File: config.mk
export PLATFORM = sky130hd
export DESIGN_NAME = rc4d_perm_ram
export DESIGN_NICKNAME = d
export VERILOG_FILES = /design/src/design/rc4d_pkg.sv /design/src/design/rc4d_perm_ram.sv
export SDC_FILE = /design/constraint.sdc
export NUM_CORES = 2
export LEC_CHECK = 0
export BUFFER_PORTS_ARGS = -buffer_cell sky130_fd_sc_hd__buf_2
export CAP_MARGIN = 10
export CORE_MARGIN = 2
export CORE_UTILIZATION = 63
export DETAILED_ROUTE_END_ITERATION = 10
export GPL_ROUTABILITY_DRIVEN = 1
export PLACE_DENSITY = 0.78
export SETUP_SLACK_MARGIN = 0.15
export SKIP_CTS_REPAIR_TIMING = 1
export SYNTH_ARGS = -nofsm -noshare
export SYNTH_HDL_FRONTEND = slang
export SYNTH_SLANG_ARGS = --single-unit
File: constraint.sdc
create_clock -name clk -period 2.75 [get_ports clk]
set_input_delay 0.55 -clock clk [delete_from_list [all_inputs] [get_ports clk]]
set_output_delay 0.55 -clock clk [all_outputs]
set_load 0.05 [all_outputs]
File: src/design/rc4d_pkg.sv
package rc4d_pkg;

  // Field and table sizes
  localparam int BYTE_W            = 8;
  localparam int PERM_DEPTH        = 256;
  localparam int PERM_AW           = $clog2(PERM_DEPTH);
  localparam int MAX_KEY_BYTES_DEF = 256;

  // Configuration port
  localparam int CFG_DW   = 32;
  localparam int CFG_AW   = 3;
  localparam int PASSES_W = 8;
  localparam int DROP_W   = 16;

  localparam logic [PASSES_W-1:0] PASSES_RST = 8'd1;
  localparam logic [DROP_W-1:0]   DROP_RST   = 16'd0;

  // Register select, taken from paddr[2]
  typedef enum logic [0:0] {
    REG_PASSES = 1'b0,
    REG_DROP   = 1'b1
  } reg_idx_t;

  // Input word kinds
  localparam logic KIND_KEY  = 1'b0;
  localparam logic KIND_DATA = 1'b1;

  // Sequencer states
  typedef enum logic [3:0] {
    ST_IDLE,
    ST_FILL,
    ST_KS_RD,
    ST_KS_SW,
    ST_KS_W1,
    ST_KS_W2,
    ST_GEN_RD,
    ST_GEN_SW,
    ST_GEN_W1,
    ST_GEN_W2
  } state_t;

  // Write request into the permutation RAM
  typedef struct packed {
    logic               en;
    logic [PERM_AW-1:0] addr;
    logic [BYTE_W-1:0]  data;
  } perm_wr_t;

endpackage

File: src/design/rc4d_perm_ram.sv
module rc4d_perm_ram (
  input  logic                                 clk,
  input  rc4d_pkg::perm_wr_t                   wr,
  input  logic [rc4d_pkg::PERM_AW-1:0]         rd_addr,
  output logic [rc4d_pkg::BYTE_W-1:0]          rd_data
);
  import rc4d_pkg::*;

  logic [BYTE_W-1:0] mem [PERM_DEPTH];
  logic [BYTE_W-1:0] rd_data_r;

  // One write port, one registered read port (read returns old data on collision)
  always_ff @(posedge clk) begin
    if (wr.en) begin
      mem[wr.addr] <= wr.data;
    end
    rd_data_r <= mem[rd_addr];
  end

  assign rd_data = rd_data_r;

endmodule

==> report_table.html <==
<table>
<tr><th>Metric</th><th>Value</th></tr>
<tr><th colspan="2">Synth</th></tr>
<tr><td>Share of the synthesized area in compound gates (AO/OA/AOI/OAI)</td><td>0.03419</td></tr>
<tr><td>Synthesized-area fraction occupied by and/or/nand/nor cells</td><td>0.02628</td></tr>
<tr><td>Mux contribution to synthesized area</td><td>0.1462</td></tr>
<tr><td>Count of yosys warnings during synthesis</td><td>0</td></tr>
<tr><td>Dominant combinational cell family by area after synthesis</td><td>multiplexers</td></tr>
<tr><td>Post-synthesis register bit count</td><td>2056</td></tr>
<tr><td>Average instance area after synthesis</td><td>21.31 sq um</td></tr>
<tr><td>Number of enable-type register cells in the synthesized netlist</td><td>2048</td></tr>
<tr><td>Post-synthesis net count</td><td>3759</td></tr>
<tr><td>Post-synthesis cell count</td><td>3733</td></tr>
<tr><td>Synth Area in XOR/XNOR</td><td>0</td></tr>
<tr><td>Share of async-settable or async-resettable flops after synthesis</td><td>0</td></tr>
<tr><td>Post-synthesis adder-cell area fraction</td><td>0</td></tr>
<tr><td>Post-synth design cell area</td><td>0.07956 sq mm</td></tr>
<tr><td>Synth unique cells</td><td>55</td></tr>
<tr><td>Prevailing post-synth register cell</td><td>sky130_fd_sc_hd__edfxtp_1</td></tr>
<tr><td>Fraction of the yosys area taken by sequential cells</td><td>0.7750</td></tr>
<tr><th colspan="2">Critical path</th></tr>
<tr><td>Worst reg2reg path depth</td><td>7</td></tr>
<tr><td>Maximum fanout along the worst path</td><td>1</td></tr>
<tr><td>Worst reg2reg endpoint</td><td>rd_data[2]</td></tr>
<tr><td>Arrival time at the worst endpoint</td><td>3270 ps</td></tr>
<tr><td>Type of the setup path with the least slack</td><td>reg -&gt; reg</td></tr>
<tr><td>Critical Path Sink Type</td><td>flip-flop</td></tr>
<tr><td>Slack of the worst reg-to-reg path</td><td>150 ps</td></tr>
<tr><td>Worst EP required</td><td>3420 ps</td></tr>
<tr><td>Crit Reg-Reg Startpoint</td><td>mem[138][2]</td></tr>
<tr><td>Worst Setup Start Kind</td><td>flip-flop</td></tr>
<tr><th colspan="2">Worst hold path</th></tr>
<tr><td>Path category of the worst min-delay check</td><td>in -&gt; reg</td></tr>
<tr><td>Sink of the worst hold path</td><td>mem[224][5]</td></tr>
<tr><td>Hold depth</td><td>1</td></tr>
<tr><td>Hold path startpoint</td><td>wr[5]</td></tr>
<tr><th colspan="2">Final layout</th></tr>
<tr><td>Post-route cell area</td><td>0.09294 sq mm</td></tr>
<tr><td>Sequential cell area</td><td>0.06166 sq mm</td></tr>
<tr><td>Post-layout nets</td><td>4471</td></tr>
<tr><td>Number of filler cells placed in the layout</td><td>6443</td></tr>
<tr><td>Layout Cells excl Fill</td><td>6255</td></tr>
<tr><td>Area of the multi-input gates</td><td>0.01656 sq mm</td></tr>
<tr><td>Fraction of final layout cells sized beyond drive strength 1</td><td>0.3228</td></tr>
<tr><td>Layout area overhead</td><td>16.82%</td></tr>
<tr><th colspan="2">Outcome</th></tr>
<tr><td>Outcome</td><td>finished, final reports clean</td></tr>
<tr><th colspan="2">Global route</th></tr>
<tr><td>Largest net degree at the start of global routing</td><td>90</td></tr>
<tr><td>Antenna violations before repair</td><td>12</td></tr>
<tr><td>Total congestion overflow</td><td>0</td></tr>
<tr><td>Via count of the first global-routing pass</td><td>43700</td></tr>
<tr><td>First-pass GRT wire length</td><td>304000 microns</td></tr>
<tr><td>Total routing resource utilization after global routing</td><td>0.3285</td></tr>
<tr><th colspan="2">Power</th></tr>
<tr><td>PwrDens</td><td>691.0 mW/mm^2</td></tr>
<tr><td>Largest voltage drop on the vdd net</td><td>0.8430 mV</td></tr>
<tr><td>Leakage</td><td>0.03036 uW</td></tr>
<tr><th colspan="2">Floorplanning</th></tr>
<tr><td>Die Outline Area</td><td>0.1291 sq mm</td></tr>
<tr><td>Row Count</td><td>130</td></tr>
<tr><td>Starting density of the core</td><td>0.6344</td></tr>
<tr><td>Core area</td><td>0.1254 sq mm</td></tr>
<tr><td>Die Y</td><td>359.4 microns</td></tr>
<tr><td>Horiz. Die Dim</td><td>359.4 microns</td></tr>
<tr><td>IO Pins</td><td>34</td></tr>
<tr><th colspan="2">Timing</th></tr>
<tr><td>Clock period minus final worst setup slack</td><td>2601 ps</td></tr>
<tr><td>Final Hold Violating Endpoints</td><td>0</td></tr>
<tr><td>Max-slew violations</td><td>0</td></tr>
<tr><td>Setup violation total in the final timing report</td><td>0</td></tr>
<tr><td>Slew at the pin closest to its max-slew limit</td><td>876.8 ps</td></tr>
<tr><td>Relative slew slack</td><td>0.4133</td></tr>
<tr><td>Period utilization</td><td>0.9457</td></tr>
<tr><td>Post-route setup slack</td><td>149.4 ps</td></tr>
<tr><td>Hold slack</td><td>269.2 ps</td></tr>
<tr><td>Sum Neg Setup Slack</td><td>0 ps</td></tr>
<tr><td>Highest Clock Rate</td><td>384.5 MHz</td></tr>
<tr><td>RSZ-0062 raised after global routing</td><td>no</td></tr>
<tr><td>Clock tree skew after final layout</td><td>61.46 ps</td></tr>
<tr><th colspan="2">Route</th></tr>
<tr><td>First-iteration detailed-routing DRC count</td><td>7411</td></tr>
<tr><td>Routed Antenna Nets</td><td>0</td></tr>
<tr><td>DRC Markers</td><td>0</td></tr>
<tr><td>Final routed wire length divided by cell count</td><td>33.49 microns</td></tr>
<tr><td>Vias</td><td>43546</td></tr>
<tr><td>Total Routed Length</td><td>209500 microns</td></tr>
<tr><td>Drt via density</td><td>6.962</td></tr>
<tr><td>Initial DRT Pass Iterations</td><td>6</td></tr>
<tr><th colspan="2">Clock network</th></tr>
<tr><td>Insertion delay to the later sink of the worst-skew pair</td><td>830 ps</td></tr>
<tr><td>Number of CTS-inserted buffers</td><td>194</td></tr>
<tr><td>CTS clk-pin slew, worst paths</td><td>60 ps</td></tr>
<tr><td>Clk buf depth</td><td>3</td></tr>
<tr><td>Clock tree from TritonCTS</td><td>done</td></tr>
<tr><td>CTS sink cnt</td><td>2056</td></tr>
<tr><td>Clock root buffer</td><td>sky130_fd_sc_hd__clkbuf_16</td></tr>
<tr><td># H-tree levels</td><td>4</td></tr>
<tr><th colspan="2">Placement</th></tr>
<tr><td>Cell count after placement</td><td>5899</td></tr>
<tr><td>Post-DP HPWL</td><td>130000 microns</td></tr>
<tr><td>Post-DP Area</td><td>0.08681 sq mm</td></tr>
<tr><td>Global placer's final weighted congestion</td><td>0.9171</td></tr>
<tr><td>Number of buffer cells added on primary ports</td><td>33</td></tr>
<tr><td>Post-placement worst setup slack</td><td>-903.9 ps</td></tr>
<tr><th colspan="2">Flow run</th></tr>
<tr><td>Max Cap Viol</td><td>0</td></tr>
</table>
==> state kept, by name, summed over array words and instances, names as in the netlist <==
register  flops
mem        2048
rd_data       8
==> area by class of cell <==
class | count | share of cell area
Timing Repair Buffer | 749 | 0.07111
Multi-Input combinational cell | 1442 | 0.1781
Sequential cell | 2056 | 0.6634
Clock inverter | 109 | 0.009976
Tap cell | 1650 | 0.02221
Antenna cell | 1 | 0.00002693
Inverter | 2 | 0.00008078
Clock buffer | 246 | 0.05501
==> worst max-delay path, cell delays in order (launching register included) <==
cell and delay (ps):
sky130_fd_sc_hd__edfxtp_1 410, sky130_fd_sc_hd__mux4_2 480, sky130_fd_sc_hd__mux4_2 490, sky130_fd_sc_hd__nor2_1 120, sky130_fd_sc_hd__a2111oi_0 100, sky130_fd_sc_hd__buf_4 180, sky130_fd_sc_hd__nor3_1 540, sky130_fd_sc_hd__nor4_2 120
==> routing by layer <==
metal | global-route usage | part of all wire
met5 | 0 | 0.00040
met2 | 0.5121 | 0.47
met4 | 0.1412 | 0.048
met3 | 0.08023 | 0.13
met1 | 0.4517 | 0.34
==> how the worst max path moves through the flow <==
| stage | start | endpoint | slack (ps) | cells after the start |
|---|---|---|---|---|
| after floorplan | rd_addr[0] | rd_data[2] | 260 | 9 |
| after global placement | rd_addr[0] | rd_data[2] | -920 | 10 |
| after detailed placement | rd_addr[0] | rd_data[2] | -900 | 10 |
| after CTS | rd_addr[0] | rd_data[1] | -170 | 12 |
| after global routing | rd_addr[0] | rd_data[1] | 140 | 12 |
| final | mem[138][2] | rd_data[2] | 150 | 7 |
==> cell usage in the layout, fill, tap and decap left out, types with 9 or more instances in the layout <==
cell	n
sky130_fd_sc_hd__buf_2	22
sky130_fd_sc_hd__nand3_1	34
sky130_fd_sc_hd__bufinv_16	11
sky130_fd_sc_hd__nor4_1	19
sky130_fd_sc_hd__nand4_1	10
sky130_fd_sc_hd__nand2_1	33
sky130_fd_sc_hd__nor2_1	279
sky130_fd_sc_hd__clkbuf_16	196
sky130_fd_sc_hd__nor3_1	20
sky130_fd_sc_hd__a21oi_1	96
sky130_fd_sc_hd__clkbuf_8	10
sky130_fd_sc_hd__o221ai_1	46
sky130_fd_sc_hd__a211oi_1	16
sky130_fd_sc_hd__buf_12	78
sky130_fd_sc_hd__clkbuf_1	48
sky130_fd_sc_hd__o22ai_1	28
sky130_fd_sc_hd__o21ai_0	9
sky130_fd_sc_hd__o211ai_1	10
sky130_fd_sc_hd__mux4_2	454
sky130_fd_sc_hd__buf_4	638
sky130_fd_sc_hd__mux2i_1	134
sky130_fd_sc_hd__edfxtp_1	2048
sky130_fd_sc_hd__a221oi_1	13
sky130_fd_sc_hd__clkinv_1	52
sky130_fd_sc_hd__nor2b_1	28
sky130_fd_sc_hd__a22oi_1	132
sky130_fd_sc_hd__clkinv_2	27
==> Yosys cell counts, types with 2 or more instances <==
cell,number,area (sq um)
sky130_fd_sc_hd__edfxtp_1,2048,61500
sky130_fd_sc_hd__mux4_2,454,10220
sky130_fd_sc_hd__nor2_1,282,1059
sky130_fd_sc_hd__mux2i_1,134,1341
sky130_fd_sc_hd__a22oi_1,133,998.5
sky130_fd_sc_hd__clkbuf_1,111,416.7
sky130_fd_sc_hd__a21oi_1,96,480.5
sky130_fd_sc_hd__o221ai_1,46,402.9
sky130_fd_sc_hd__nand3_1,34,170.2
sky130_fd_sc_hd__nand2_1,33,123.9
sky130_fd_sc_hd__buf_2,31,155.2
sky130_fd_sc_hd__nor2b_1,31,193.9
sky130_fd_sc_hd__o22ai_1,28,175.2
sky130_fd_sc_hd__buf_4,27,202.7
sky130_fd_sc_hd__nor4_1,24,150.1
sky130_fd_sc_hd__buf_1,22,82.58
sky130_fd_sc_hd__nor3_1,22,110.1
sky130_fd_sc_hd__buf_6,21,236.5
sky130_fd_sc_hd__a211oi_1,16,120.1
sky130_fd_sc_hd__a221oi_1,13,113.9
sky130_fd_sc_hd__buf_8,13,195.2
sky130_fd_sc_hd__nand4_1,10,62.56
sky130_fd_sc_hd__o211ai_1,10,75.07
sky130_fd_sc_hd__o21ai_0,10,50.05
sky130_fd_sc_hd__a22o_1,8,70.07
sky130_fd_sc_hd__buf_12,8,160.2
sky130_fd_sc_hd__dfxtp_1,8,160.2
sky130_fd_sc_hd__nand2b_1,8,50.05
sky130_fd_sc_hd__and2_1,6,37.54
sky130_fd_sc_hd__o22a_1,5,43.79
sky130_fd_sc_hd__o32ai_1,4,35.03
sky130_fd_sc_hd__or2_2,4,25.02
sky130_fd_sc_hd__nor4_2,3,37.54
sky130_fd_sc_hd__a2111oi_0,2,17.52
sky130_fd_sc_hd__a2111oi_1,2,20.02
sky130_fd_sc_hd__a311oi_1,2,17.52
sky130_fd_sc_hd__a31oi_1,2,12.51
sky130_fd_sc_hd__and3b_1,2,17.52
sky130_fd_sc_hd__mux4_1,2,52.55
sky130_fd_sc_hd__nand3b_1,2,15.01
sky130_fd_sc_hd__o21ai_1,2,10.01
==> kinds of logic after synthesis <==
kind of cell | after synthesis
DFF | 2056
buffers and inverters | 235
AOI/OAI and AO/OA | 385
and+or+nand+nor | 466
muxes | 591
==> through the flow <==
stage          utilization  power [uW]
2_1_floorplan            -       36990
3_3_place_gp        0.6922       38850
3_5_place_dp        0.6922       38940
4_1_cts             0.7404       64250
5_1_grt             0.7411       65540
6_report            0.7411       64220
==> power breakdown <==
| group | internal, uW | leakage, uW | total (uW) | switching [uW] |
|---|---|---|---|---|
| Combinational | 1490 | 0.00895 | 3810 | 2320 |
| Sequential | 34500 | 0.0185 | 34600 | 81.3 |
| Clock | 14200 | 0.00293 | 25800 | 11600 |
Power figures use the tool's default switching activity.
